--- src/design/scwm_pkg.sv ---
// Shared types and constants for the stereo correlation and width meter.
// Used by every module of the block; no dependencies of its own.
package scwm_pkg;

   // Sample and accumulator sizing
   localparam int SAMPLE_BITS = 24;
   localparam int BLOCK_LOG   = 12;
   localparam int SQ_W        = 2 * SAMPLE_BITS - 2 + BLOCK_LOG;  // L*L and R*R sums
   localparam int MS_W        = SQ_W + 1;                         // mid and side sums
   localparam int CR_W        = SQ_W + 1;                         // signed cross sum
   localparam int PSQ_W       = 2 * SAMPLE_BITS - 1;              // one L*L product
   localparam int PCR_W       = 2 * SAMPLE_BITS;                  // one L*R product
   localparam int PMS_W       = 2 * SAMPLE_BITS;                  // one half mid square

   // Back end arithmetic
   localparam int ROOT_W  = 32;
   localparam int K_W     = 5;
   localparam int X_W     = 64;
   localparam int DIV_N_W = 64;
   localparam int DIV_D_W = 34;
   localparam int ST_W    = 32;
   localparam int ALPHA_W = 16;
   localparam logic [ALPHA_W-1:0] ALPHA_RESET = 16'd4500;
   localparam logic signed [ST_W-1:0] ONE_Q30 = 32'sh4000_0000;

   // Stream widths
   localparam int REQ_W   = 2 * SAMPLE_BITS;
   localparam int CORR_W  = 16;
   localparam int WIDTH_W = 15;
   localparam int BAL_W   = 16;
   localparam int RSP_W   = 48;

   // Block sums handed from the front to the back
   typedef struct packed {
      logic        [SQ_W-1:0] ll;
      logic        [SQ_W-1:0] rr;
      logic signed [CR_W-1:0] cr;
      logic        [MS_W-1:0] mm;
      logic        [MS_W-1:0] ss;
   } sums_type;

endpackage

--- src/design/scwm_queue.sv ---
// Two-entry queue of block sums between the front and back ends.
// Depends on scwm_pkg for the sums record.
module scwm_queue (
   input  logic               clock,
   input  logic               reset,
   input  logic               push,
   input  scwm_pkg::sums_type push_data,
   output logic               push_ready,
   input  logic               pop,
   output logic               pop_valid,
   output scwm_pkg::sums_type pop_data
);

   scwm_pkg::sums_type mem_ff [2];
   logic       wr_ff, wr_in, rd_ff, rd_in;
   logic [1:0] cnt_ff, cnt_in;
   logic       do_push, do_pop;

   assign push_ready = (cnt_ff != 2'd2);
   assign pop_valid  = (cnt_ff != 2'd0);
   assign pop_data   = mem_ff[rd_ff];
   assign do_push    = push & push_ready;
   assign do_pop     = pop & pop_valid;

   // Advance pointers and count
   always_comb begin
      wr_in  = do_push ? ~wr_ff : wr_ff;
      rd_in  = do_pop ? ~rd_ff : rd_ff;
      cnt_in = cnt_ff + 2'(do_push) - 2'(do_pop);
   end

   always_ff @(posedge clock) begin
      if (reset) begin
         wr_ff  <= 1'b0;
         rd_ff  <= 1'b0;
         cnt_ff <= 2'd0;
      end else begin
         wr_ff  <= wr_in;
         rd_ff  <= rd_in;
         cnt_ff <= cnt_in;
      end
      if (do_push)
         mem_ff[wr_ff] <= push_data;
   end

endmodule

--- config.mk ---
export PLATFORM = sky130hd
export DESIGN_NAME = scwm_queue
export DESIGN_NICKNAME = d
export VERILOG_FILES = /design/src/design/scwm_pkg.sv /design/src/design/scwm_queue.sv
export SDC_FILE = /design/constraint.sdc
export NUM_CORES = 1
export LEC_CHECK = 0
export BUFFER_PORTS_ARGS = -buffer_cell sky130_fd_sc_hd__buf_2
export CORE_MARGIN = 5
export CORE_UTILIZATION = 47
export DETAILED_ROUTE_END_ITERATION = 10
export PLACE_DENSITY = 0.72
export SLEW_MARGIN = 20
export SYNTH_ARGS = -nofsm -noshare
export SYNTH_HDL_FRONTEND = slang
export SYNTH_SLANG_ARGS = --single-unit
--- constraint.sdc ---
create_clock -name clock -period 18.75 [get_ports clock]
set_input_delay 1.875 -clock clock [delete_from_list [all_inputs] [get_ports clock]]
set_output_delay 1.875 -clock clock [all_outputs]
set_load 0.1 [all_outputs]
Yosys cells after proc, flatten, opt, wreduce, memory -nomap -nowiden
Memory sizes are Yosys's and may differ from the RTL's. A register that Yosys moved wholly into a read port is not among the register bits. Cells that the tools add are included.

Flip-flop bits (word level): 4. Memory bits (writable): 586. Bits of input ports: 297. Output and inout bits: 295. Logic and storage cells: 16. Memories kept: 1.

Add/subtract/negate cells: 2. Eq/ne operators: 1. Muxes and demuxes: 4. Bitwise operators: 4. Reduce and logical (&&, ||, !) cells: 1.

Memories: mem_ff (words 2, width 293, read ports 1, clocked after memory_dff 1, write ports 1, line scwm_queue.sv:14) `scwm_pkg::sums_type mem_ff [2];`.

Operators with widths (number): 1-bit two-way mux (4); 2-bit by 1-bit adder with 2-bit output (1); 1-bit bitwise AND (2); 2-bit != test (second input constant) (1); 1-bit NOT (2); 2-bit nonzero test (1); 2-bit by 1-bit subtractor with 2-bit output (1).

Logic depth before layout (Yosys ltp)
Gate-level depths: netlist (run 1).

Depth after elaboration: 4. Gate-level depth with buffers: 8. Gate-level depth less buffers: 8.

Worst setup path before layout (run 1)
Ideal clock, no wire load.

Path type: input to register. Start point: input push. End point: memory mem_ff[0][0] (netlist bit), enable pin. Library setup time: 0.955 ns. Data arrival time: 14.154 ns. Required time: 17.795 ns. Setup slack: 3.641 ns. Stages: 2. Path buffers: 0. Cells stage by stage: nand2_1 > nor2_1.

Word-level cells in the longest chain between the ends: 3.

Ends and longest elaborated chain: start, declared (line scwm_queue.sv:6) `input logic push,`; 1-bit bitwise AND (line scwm_queue.sv:22) `assign do_push = push & push_ready;`; 1-bit two-way mux (line scwm_queue.sv:42) `if (do_push)`; 1-bit two-way mux (not written as such) (line scwm_queue.sv:43) `mem_ff[wr_ff] <= push_data;`; end, declared (line scwm_queue.sv:14).

No other way between the ends.

==> reports/summary.txt, run 1 <==
Final Instance Area: 27900 µm²
die height: 229 µm
vias in the first global route: 11800
port buffer count: 591
Synth Register Bits: 591
WL/cell: 22.3 µm
Slowest cell on crit path: dfxtp_4
total number of vias: 11200
syn nets: 1235
sequential element share of the synthesized area: 0.785
Worst-Margin Slew: 1.18 ns
clock-pin transition on the worst setup and hold timing paths: 0.05 ns
Main synth FF type: edfxtp_1
Finished Layout Cells: 2233
placed cell count: 2117
CP endpoint kind: output port
most common cell in the netlist: edfxtp_1
Slew Viols, Final: 0
worst hold path class: reg -> reg
DRT Pass-1 Iters: 4
Core ar.: 47600 µm²
final hold viol count: 0
sum of buffers and inverters on the critical path: 3
Worst EP required: 16.88 ns
I/O pins: 592
CP dominant cell by count: buf_4
DR vias/cell: 5.00
gr usage total: 0.183
Setup Buffers After CTS: 0
cell chain of the critical path: buf_4 > buf_4 > mux2_4 > buf_2
maxcap violations: 0
share of cells above drive strength 1: 0.608
met3 wire len: 4.71 mm
# nets final: 1862
Mean Syn Cell Area: 24.1 µm²
top routing layer in use: met5
Placement Cell Area: 26000 µm²
fmax: 165 MHz
setup ws final: 12.67 ns
DRC viols: 0
Crit path largest cell delay: 1.04 ns
final worst-path cycle share: 0.324
DRT antenna net count: 0
depth of the CTS H-tree: 2
Worst-Skew Late Latency: 0.59 ns
worst vdd ir: 0.158 mV
Resized cells post-CTS: 0
Final Skew: 0.0131 ns
Setup crit start kind: flop
Synth cell types: 19
share of the synthesized area in the top cell type: 0.780
Tmin final: 6.08 ns
Cell Pwr Density: 184 nW/µm²
synthesis warning total: 0
DPL Wire Length: 35.1 mm
final WL: 49.8 mm
Final Wtd Congestion: 0.827
Clock Sink Count: 591
Metal-1 WL: 18.4 mm
CTS Buffer Depth: 3
Post-synth EDFFs: 586
clock root cell: clkbuf_16
Starting Density: 0.473
leakage power: 0.0109 µW
Met2 Wirelength: 25.4 mm
pre-CTS setup slack: 13.27 ns
hold buffer count at cts: 0
area of the multi-input gates: 4450 µm²
Synth area leader: edfxtp_1
arrival time of the worst setup path: 4.20 ns
RSZ-0062 raised after global routing: false
Setup violations, final: 0
die area: 52500 µm²
number of DRC markers in iteration 0: 716
Finished Core Util: 0.585
cts bufs inserted: 59
Row Count: 80
Worst slew margin: 0.212
area occupied by registers: 17700 µm²
crit path kind: reg -> out
first-pass GRT wire length: 73.1 mm
antenna violations before repair: 13
fill count: 3499
largest net degree at the start of global routing: 164
Syn Std Cell Area: 22500 µm²
status: complete, no violations
setup tns final: 0 ns
Synth area leaders: edfxtp_1, mux2_4, mux2_2
die width: 229 µm
Async SR Flop Fraction: 0
delay-heaviest family, CP: buffers and inverters
Max Fanout on Critical Path: 61
Layout area overhead: 23.7%
top cells by count, synth: edfxtp_1, mux2_4, mux2_2
Gate Count Post-Synth: 936
total gr overflow: 0
CTS tree: done
-- routing by layer --
layer,vias to the layer above,track usage
met5,-,0
met4,10,0.0507
met3,90,0.0722
met2,472,0.319
met1,5580,0.211
li1,5006,-
-- state kept, by name, indices dropped and copies added (netlist names), named ones only --
signal	flops
cnt_ff	2
mem_ff	586
rd_ff	1
wr_ff	1
-- tightest hold or removal path: cells and delay by family, from the launching register on --
family / cells / cell delay (ns)
AND/OR/NAND/NOR: 1 / 0.07
XOR/XNOR: 1 / 0.09
flip-flops: 1 / 0.32
-- path summary, 6_finish.rpt --
path             start             end  slack, ns  depth (start not counted)
max               flop   pop_data[121]      12.67                          4
min              rd_ff            flop       0.52                          2
max reg2reg  cnt_ff[0]  mem_ff[1][269]      15.94                          3
min reg2reg      rd_ff            flop       0.52                          2
-- metrics by stage --
| step | power, µW | hold slack [ns] |
|---|---|---|
| after global routing | 5290 | 0.547 |
| after detailed placement | 4030 | 0.500 |
| after CTS | 5170 | 0.525 |
| after global placement | 4010 | 0.498 |
| final | 5130 | 0.518 |
| after floorplan | 3820 | 0.481 |
-- placed cells by master, fill, tap and decap left out --
| cell | n |
|---|---|
| ha_1 | 2 |
| nor2_1 | 4 |
| mux2_4 | 270 |
| buf_12 | 3 |
| buf_4 | 5 |
| clkinv_4 | 2 |
| clkinvlp_4 | 1 |
| nand2_1 | 1 |
| clkbuf_16 | 61 |
| o21a_1 | 1 |
| and3_4 | 1 |
| dfxtp_4 | 1 |
| dfxtp_1 | 4 |
| edfxtp_1 | 586 |
| inv_1 | 1 |
| nor2_4 | 1 |
| nand2b_1 | 1 |
| nor2b_1 | 2 |
| clkbuf_1 | 18 |
| clkinv_1 | 8 |
| or2_2 | 1 |
| xor2_1 | 1 |
| xnor2_1 | 2 |
| clkinv_2 | 12 |
| diode_2 | 8 |
| bufinv_16 | 6 |
| mux2_2 | 24 |
| buf_2 | 591 |
-- final cells by class --
class | instances | area share
sequential | 591 | 0.635
multi-input combinational | 311 | 0.160
clock buffer | 79 | 0.0572
antenna | 8 | 0.000718
clock inverter | 29 | 0.0106
inverter | 1 | 0.000135
tap | 615 | 0.0276
timing repair buffer | 599 | 0.110
-- cell families (layout without fill, tap and decap cells) --
logic type | count (synthesis) | in the layout | share of synthesized area
xor+xnor | 3 | 3 | 0.00117
flops | 591 | 591 | 0.785
fa+ha+maj | 2 | 2 | 0.00111
other cells | 0 | 8 | 0
compound gates | 1 | 1 | 0.000333
simple gates | 11 | 11 | 0.00239
buf+inv | 34 | 708 | 0.0183
mux | 294 | 294 | 0.192
-- power breakdown --
group	total (µW)	switching (µW)	internal, µW
registers	1730	64.3	1660
logic	2270	1790	477
clock network	1140	459	676
total	5130	2310	2820
Power figures use the tool's default switching activity.
==> run 2, diff against run 1 <==
--- a/config.mk
+++ b/config.mk
@@ -9,7 +9,7 @@
 export CORE_MARGIN = 5
 export CORE_UTILIZATION = 47
 export DETAILED_ROUTE_END_ITERATION = 10
-export PLACE_DENSITY = 0.72
+export PLACE_DENSITY = 0.75
 export SLEW_MARGIN = 20
 export SYNTH_ARGS = -nofsm -noshare
 export SYNTH_HDL_FRONTEND = slang
==> constraint.sdc (replaced) <==
create_clock -name clock -period 5.2 [get_ports clock]
set_input_delay 0.52 -clock clock [delete_from_list [all_inputs] [get_ports clock]]
set_output_delay 0.52 -clock clock [all_outputs]
set_load 0.1 [all_outputs]
==> run 2 against run 1 <==
  * Sequential power rose to 3.6 times the previous value
  * Non-clock buffer count rose by 4
  * Via count barely moved
  * Critical endpoint is now pop_data[0]
  * Wire length fell by 0.17%
  * Sequential share of layout area fell by 0.27 points
  * Largest cell class unchanged
  * Critical path depth fell by 1
  * Cell count barely moved
  * First-iteration DRC count fell by 16%
  * Flip-flop and latch count did not move
==> reports/summary.txt, run 2 (synthesis gave the netlist of run 1 again) <==
die area: 52500 µm² (unchanged)
vias in the first global route: 12000 (+1.4%)
WHS: 0.123 ns (-0.395 ns)
cell chain of the critical path: buf_12 > mux2_2 > buf_2
arrival time of the worst setup path: 2.79 ns (-1.41 ns)
delay-heaviest family, CP: flip-flops
Worst-Skew Late Latency: 0.58 ns (about the same)
Layout area overhead: 24.2%
area occupied by registers: 17700 µm² (about the same)
hold path startpoint: push_data[228]
clock root cell: clkbuf_16
area of the multi-input gates: 4460 µm² (+0.34%)
Final Instance Area: 28000 µm² (+0.44%)
share of cells above drive strength 1: 0.610 (+0.00235)
fill count: 3441 (-1.7%)
Reg with most FFs: mem_ff
worst vdd ir: 0.521 mV (+230%)
DRT Pass-1 Iters: 4 (unchanged)
port buffer count: 591 (unchanged)
DRT antenna net count: 0 (unchanged)
CTS Buffer Depth: 3 (unchanged)
placed cell count: 2121 (+0.19%)
Slowest cell on crit path: dfxtp_4
most common cell after layout, fill and taps aside: buf_2
total number of vias: 11200 (-0.072%)
RSZ-0062 raised after global routing: false
first-pass GRT wire length: 73.1 mm (about the same)
# nets final: 1865 (+0.16%)
grt met3 use: 0.0749 (+0.00272)
GR peak layer: met2
Clock Sink Count: 591 (unchanged)
commonest non-fill, non-tap cells in the layout: buf_2, edfxtp_1, mux2_4
maxcap violations: 0 (unchanged)
Setup violations, final: 0 (unchanged)
antenna violations before repair: 22 (+9)
Worst EP required: 4.68 ns (-12.20 ns)
Core ar.: 47600 µm² (unchanged)
CP endpoint kind: output port
Worst-Margin Slew: 1.13 ns (-0.0507 ns)
number of DRC markers in iteration 0: 605 (-16%)
sum of buffers and inverters on the critical path: 2 (-1)
Final Wtd Congestion: 0.838 (+1.4%)
die height: 229 µm (unchanged)
worst hold path class: in -> reg
largest net degree at the start of global routing: 159 (-3.0%)
R2R Setup Slk: 2.90 ns (-13.04 ns)
depth of the CTS H-tree: 2 (unchanged)
gr usage total: 0.182 (-0.00148)
FF-to-FF Start: cnt_ff[0]
Starting Density: 0.473 (unchanged)
Setup Buffers After CTS: 0 (unchanged)
Max Fanout on Critical Path: 56 (-8.2%)
Worst slew margin: 0.245 (+0.0338)
final worst-path cycle share: 0.637
crit path kind: reg -> out
I/O pins: 592 (unchanged)
Resized cells post-CTS: 0 (unchanged)
Tmin final: 3.31 ns
WL/cell: 22.2 µm (-0.26%)
Slew Viols, Final: 0 (unchanged)
Cell Pwr Density: 662 nW/µm² (+260%)
total gr overflow: 0 (unchanged)
fmax: 302 MHz
Finished Layout Cells: 2235 (+0.090%)
Crit path largest cell delay: 0.97 ns (-0.07 ns)
DR vias/cell: 4.99 (-0.16%)
Final Skew: 0.0167 ns (+0.00361 ns)
final hold viol count: 0 (unchanged)
DRC viols: 0 (unchanged)
leakage power: 0.0109 µW (+0.32%)
M2 GR Usage: 0.317 (-0.00233)
status: complete, no violations
Row Count: 80 (unchanged)
CTS tree: done
clock-pin transition on the worst setup and hold timing paths: 0.06 ns (about the same)
GRT met1 Usage: 0.206 (-0.00524)
DPL Wire Length: 34.7 mm (-1.2%)
Setup crit start kind: flop
cts bufs inserted: 58 (-1.7%)
Placement Cell Area: 26100 µm² (+0.42%)
max reg flops: 586 (unchanged)
hold buffer count at cts: 0 (unchanged)
final WL: 49.7 mm (-0.17%)
die width: 229 µm (unchanged)
largest registers: mem_ff (586), cnt_ff (2)
-- run 2: changes by cell type in the layout (fill, tap and decap cells not counted), moves of 2 or more --
cell / before / now
clkinv_1: 8 / 14
bufinv_16: 6 / 8
buf_12: 3 / 8
clkbuf_16: 61 / 59
clkbuf_1: 18 / 12
inv_6: 0 / 2
clkinvlp_4: 1 / 3
clkinv_2: 12 / 6
-- run 2: power breakdown --
group / switching [µW] / internal, µW / leakage, µW
Combinational: 6470 / 1720 / 0.00450
Clock: 1680 / 2470 / 0.000917
Sequential: 222 / 5990 / 0.00552
Total: 8370 / 10200 / 0.0109
-- run 2: worst paths after layout --
check | to | cells past startpoint
setup reg to reg | mem_ff[1][114] | 3
setup / recovery | pop_data[0] | 3
hold / removal | mem_ff[1][228] | 1
hold reg to reg | rd_ff | 2
-- run 2: through the flow --
stage | setup TNS, ns | setup WS, ns | utilization | power [µW]
after CTS | 0 | 1.80 | 0.587 | 18700
after detailed placement | 0 | 2.44 | 0.548 | 14600
after global routing | 0 | 1.75 | 0.588 | 19100
final | 0 | 1.89 | 0.588 | 18600
after global placement | 0 | 2.48 | 0.548 | 14500
after floorplan | -99.78 | -0.341 | - | 13600
-- run 2: cell type report --
cell class                 count  share of cell area
multi-input combinational    311               0.159
clock inverter                35              0.0136
tap                          615              0.0275
clock buffer                  71              0.0543
sequential                   591               0.632
inverter                       1            0.000134
antenna                        8            0.000715
timing repair buffer         603               0.112
-- run 2: metal layers --
metal	routed length (µm)	part of all wire	up-vias
met4	1160	0.023	28
met2	25600	0.51	440
li1	-	-	5015
met1	18100	0.37	5567
met5	186	0.0037	-
met3	4640	0.093	100
==> run 3, diff against run 2 <==
--- a/config.mk
+++ b/config.mk
@@ -5,11 +5,12 @@
 export SDC_FILE = /design/constraint.sdc
 export NUM_CORES = 1
 export LEC_CHECK = 0
+export ABC_AREA = 1
 export BUFFER_PORTS_ARGS = -buffer_cell sky130_fd_sc_hd__buf_2
 export CORE_MARGIN = 5
 export CORE_UTILIZATION = 47
 export DETAILED_ROUTE_END_ITERATION = 10
-export PLACE_DENSITY = 0.75
+export PLACE_DENSITY = 0.72
 export SLEW_MARGIN = 20
 export SYNTH_ARGS = -nofsm -noshare
 export SYNTH_HDL_FRONTEND = slang
==> constraint.sdc (replaced) <==
create_clock -name clock -period 3.5 [get_ports clock]
set_input_delay 0.35 -clock clock [delete_from_list [all_inputs] [get_ports clock]]
set_output_delay 0.35 -clock clock [all_outputs]
set_load 0.1 [all_outputs]
==> run 3 against run 2 <==
  * Non-clock buffer count grew 308
  * Clock skew rose by 0.0011 ns
  * Critical endpoint is now pop_data[133]
  * Clock-buffer cell count is 5 higher
  * Register-to-register slack lost 1.4 ns
  * Design area up 10%
  * Setup slack lost 1.2 ns
  * Synthesized area about the same
==> reports/summary.txt, run 3 <==
status: complete, no violations
Reg with most FFs: mem_ff
cell chain of the critical path: buf_12 > mux2_4 > buf_2
share of the synthesized area in the top cell type: 0.780 (about the same)
share of cells above drive strength 1: 0.515 (-0.0954)
worst hold path class: in -> reg
I/O pins: 592 (unchanged)
port buffer count: 591 (unchanged)
DPL Wire Length: 36.2 mm (+4.4%)
Clock Sink Count: 591 (unchanged)
Worst EP required: 3.15 ns (-1.53 ns)
commonest non-fill, non-tap cells in the layout: buf_2, edfxtp_1, dlygate4sd3_1
DRT antenna net count: 0 (unchanged)
Crit path largest cell delay: 0.63 ns (-0.34 ns)
Async SR Flop Fraction: 0 (unchanged)
die width: 229 µm (about the same)
Slowest cell on crit path: dfxtp_4
DRC viols: 0 (unchanged)
clock-pin transition on the worst setup and hold timing paths: 0.06 ns (about the same)
Finished Core Util: 0.649 (+0.0607)
CTS Buffer Depth: 3 (unchanged)
fill count: 3098 (-10%)
RSZ-0062 raised after global routing: false
Setup crit start kind: flop
final hold viol count: 0 (unchanged)
Max Fanout on Critical Path: 68 (+21%)
Final Skew: 0.0178 ns (+0.00111 ns)
largest registers: mem_ff (586), cnt_ff (2)
largest net degree at the start of global routing: 112 (-30%)
crit path kind: reg -> out
hold path startpoint: pop
most common cell in the netlist: edfxtp_1
WL/cell: 21.5 µm (-3.3%)
Synth cell types: 14 (-5)
Synth area leaders: edfxtp_1, mux2_4, mux2_2
syn nets: 1248 (+1.1%)
final worst-path cycle share: 0.816
worst vdd ir: 0.639 mV (+23%)
die area: 52500 µm² (about the same)
Synth area leader: edfxtp_1
cts bufs inserted: 57 (-1.7%)
Worst-Skew Late Latency: 0.58 ns (about the same)
CP endpoint kind: output port
Post-synth EDFFs: 586 (unchanged)
sum of buffers and inverters on the critical path: 2 (unchanged)
Syn Std Cell Area: 22600 µm² (about the same)
Final Wtd Congestion: 0.812 (-3.1%)
Row Count: 80 (unchanged)
Main synth FF type: edfxtp_1
Core ar.: 47600 µm² (unchanged)
Layout area overhead: 37.0%
Setup Buffers After CTS: 0 (unchanged)
Slew Viols, Final: 0 (unchanged)
Cell Pwr Density: 881 nW/µm² (+33%)
Final Instance Area: 30900 µm² (+10%)
Worst slew margin: 0.515 (+0.270)
Starting Density: 0.474 (about the same)
first-pass GRT wire length: 82.9 mm (+13%)
max reg flops: 586 (unchanged)
leakage power: 0.0122 µW (+11%)
total gr overflow: 0 (unchanged)
most common cell after layout, fill and taps aside: buf_2
Placement Cell Area: 26300 µm² (+0.70%)
die height: 229 µm (about the same)
delay-heaviest family, CP: buffers and inverters
final WL: 54.9 mm (+10%)
top cells by count, synth: edfxtp_1, mux2_4, mux2_2
fmax: 350 MHz
maxcap violations: 0 (unchanged)
antenna violations before repair: 10 (-55%)
gr usage total: 0.204 (+0.0221)
CTS tree: done
Worst-Margin Slew: 0.727 ns (-0.405 ns)
DR vias/cell: 4.89 (-2.0%)
# nets final: 2185 (+17%)
number of DRC markers in iteration 0: 809 (+34%)
synthesis warning total: 0 (unchanged)
Gate Count Post-Synth: 949 (+1.4%)
Setup violations, final: 0 (unchanged)
Final Power: 27200 µW (+47%)
depth of the CTS H-tree: 2 (unchanged)
vias in the first global route: 13700 (+14%)
arrival time of the worst setup path: 2.51 ns (-0.28 ns)
sequential element share of the synthesized area: 0.784 (about the same)
Tmin final: 2.86 ns
Mean Syn Cell Area: 23.8 µm² (-1.3%)
clock root cell: clkbuf_16
Synth Register Bits: 591 (unchanged)
FF-to-FF Start: cnt_ff[0]
DRT Pass-1 Iters: 5 (+1)
total number of vias: 12500 (+12%)
[run 3: cell types whose count changed in the layout (fill, tap and decap cells not counted), moves of 5 or more]
cell           previous run  this run
dlygate4sd3_1             0       294
buf_4                     4        15
bufinv_16                 8         0
nand2_1                   0         6
clkbuf_1                 12        17
clkinv_2                  6        11
inv_1                     1         6
[run 3: per-layer routing]
metal / share of wire / vias up / track usage / routed length, µm
li1: - / 5659 / - / -
met1: 0.37 / 6191 / 0.240 / 20300
met2: 0.51 / 533 / 0.351 / 27900
met3: 0.088 / 105 / 0.0682 / 4850
met4: 0.033 / 0 / 0.0725 / 1840
met5: 0 / - / 0 / 0
[run 3: layout make-up]
cell class              count  area (µm²)  share of cell area
clock buffers              76        1540              0.0498
flip-flops and latches    591       17700               0.573
multi-input cells         317        4470               0.145
repair buffers            911        6230               0.202
clock inverters            25         125             0.00405
inverters                   8        36.3             0.00117
well taps                 615         769              0.0249
diodes                     10        25.0            0.000810
[run 3: per-stage QoR]
| stage | std cells | hold slack (ns) | setup TNS, ns | setup slack [ns] |
|---|---|---|---|---|
| after global routing | 2553 | 0.0844 | 0 | 0.525 |
| after detailed placement | 2148 | 0.493 | 0 | 1.23 |
| after CTS | 2543 | 0.0372 | 0 | 0.583 |
| after floorplan | 949 | 0.414 | -1124.54 | -1.93 |
| after global placement | 2148 | 0.492 | 0 | 1.24 |
| final | 2553 | 0.0864 | 0 | 0.643 |
[run 3: worst paths after layout]
kind | endpoint | slack, ns | cells after the start
setup / recovery | pop_data[133] | 0.64 | 3
hold / removal | flop | 0.09 | 4
setup reg to reg | mem_ff[1][174] | 1.51 | 6
hold reg to reg | flop | 0.52 | 2
[run 3: logic make-up (layout without fill, tap and decap cells)]
group                      count (synthesis)  in the layout  share of synthesized area
DFF                                      591            591                      0.784
AOI/OAI and AO/OA                          2              2                   0.000444
other                                      0             10                          0
adders and majority gates                  2              2                    0.00111
buffers and inverters                     41           1020                     0.0195
and+or+nand+nor                           20             20                    0.00349
muxes                                    293            293                      0.191
[run 3: repair_timing]
action	CTS	global route
endpoints found under the setup margin	0	0
resized for setup	0	0
hold buffers	294	0
hold endpoints to repair	586	0
[run 3: power breakdown]
group	switching (µW)	total [µW]	internal [µW]
Clock	2430	5500	3070
Sequential	308	9260	8960
Combinational	9710	12400	2740
Total	12400	27200	14800
[run 3: tightest hold or removal path: cells and delay by family]
kind / cells / cell delay, ns
AND/OR/NAND/NOR: 3 / 0.18
buffers and inverters: 1 / 0.10
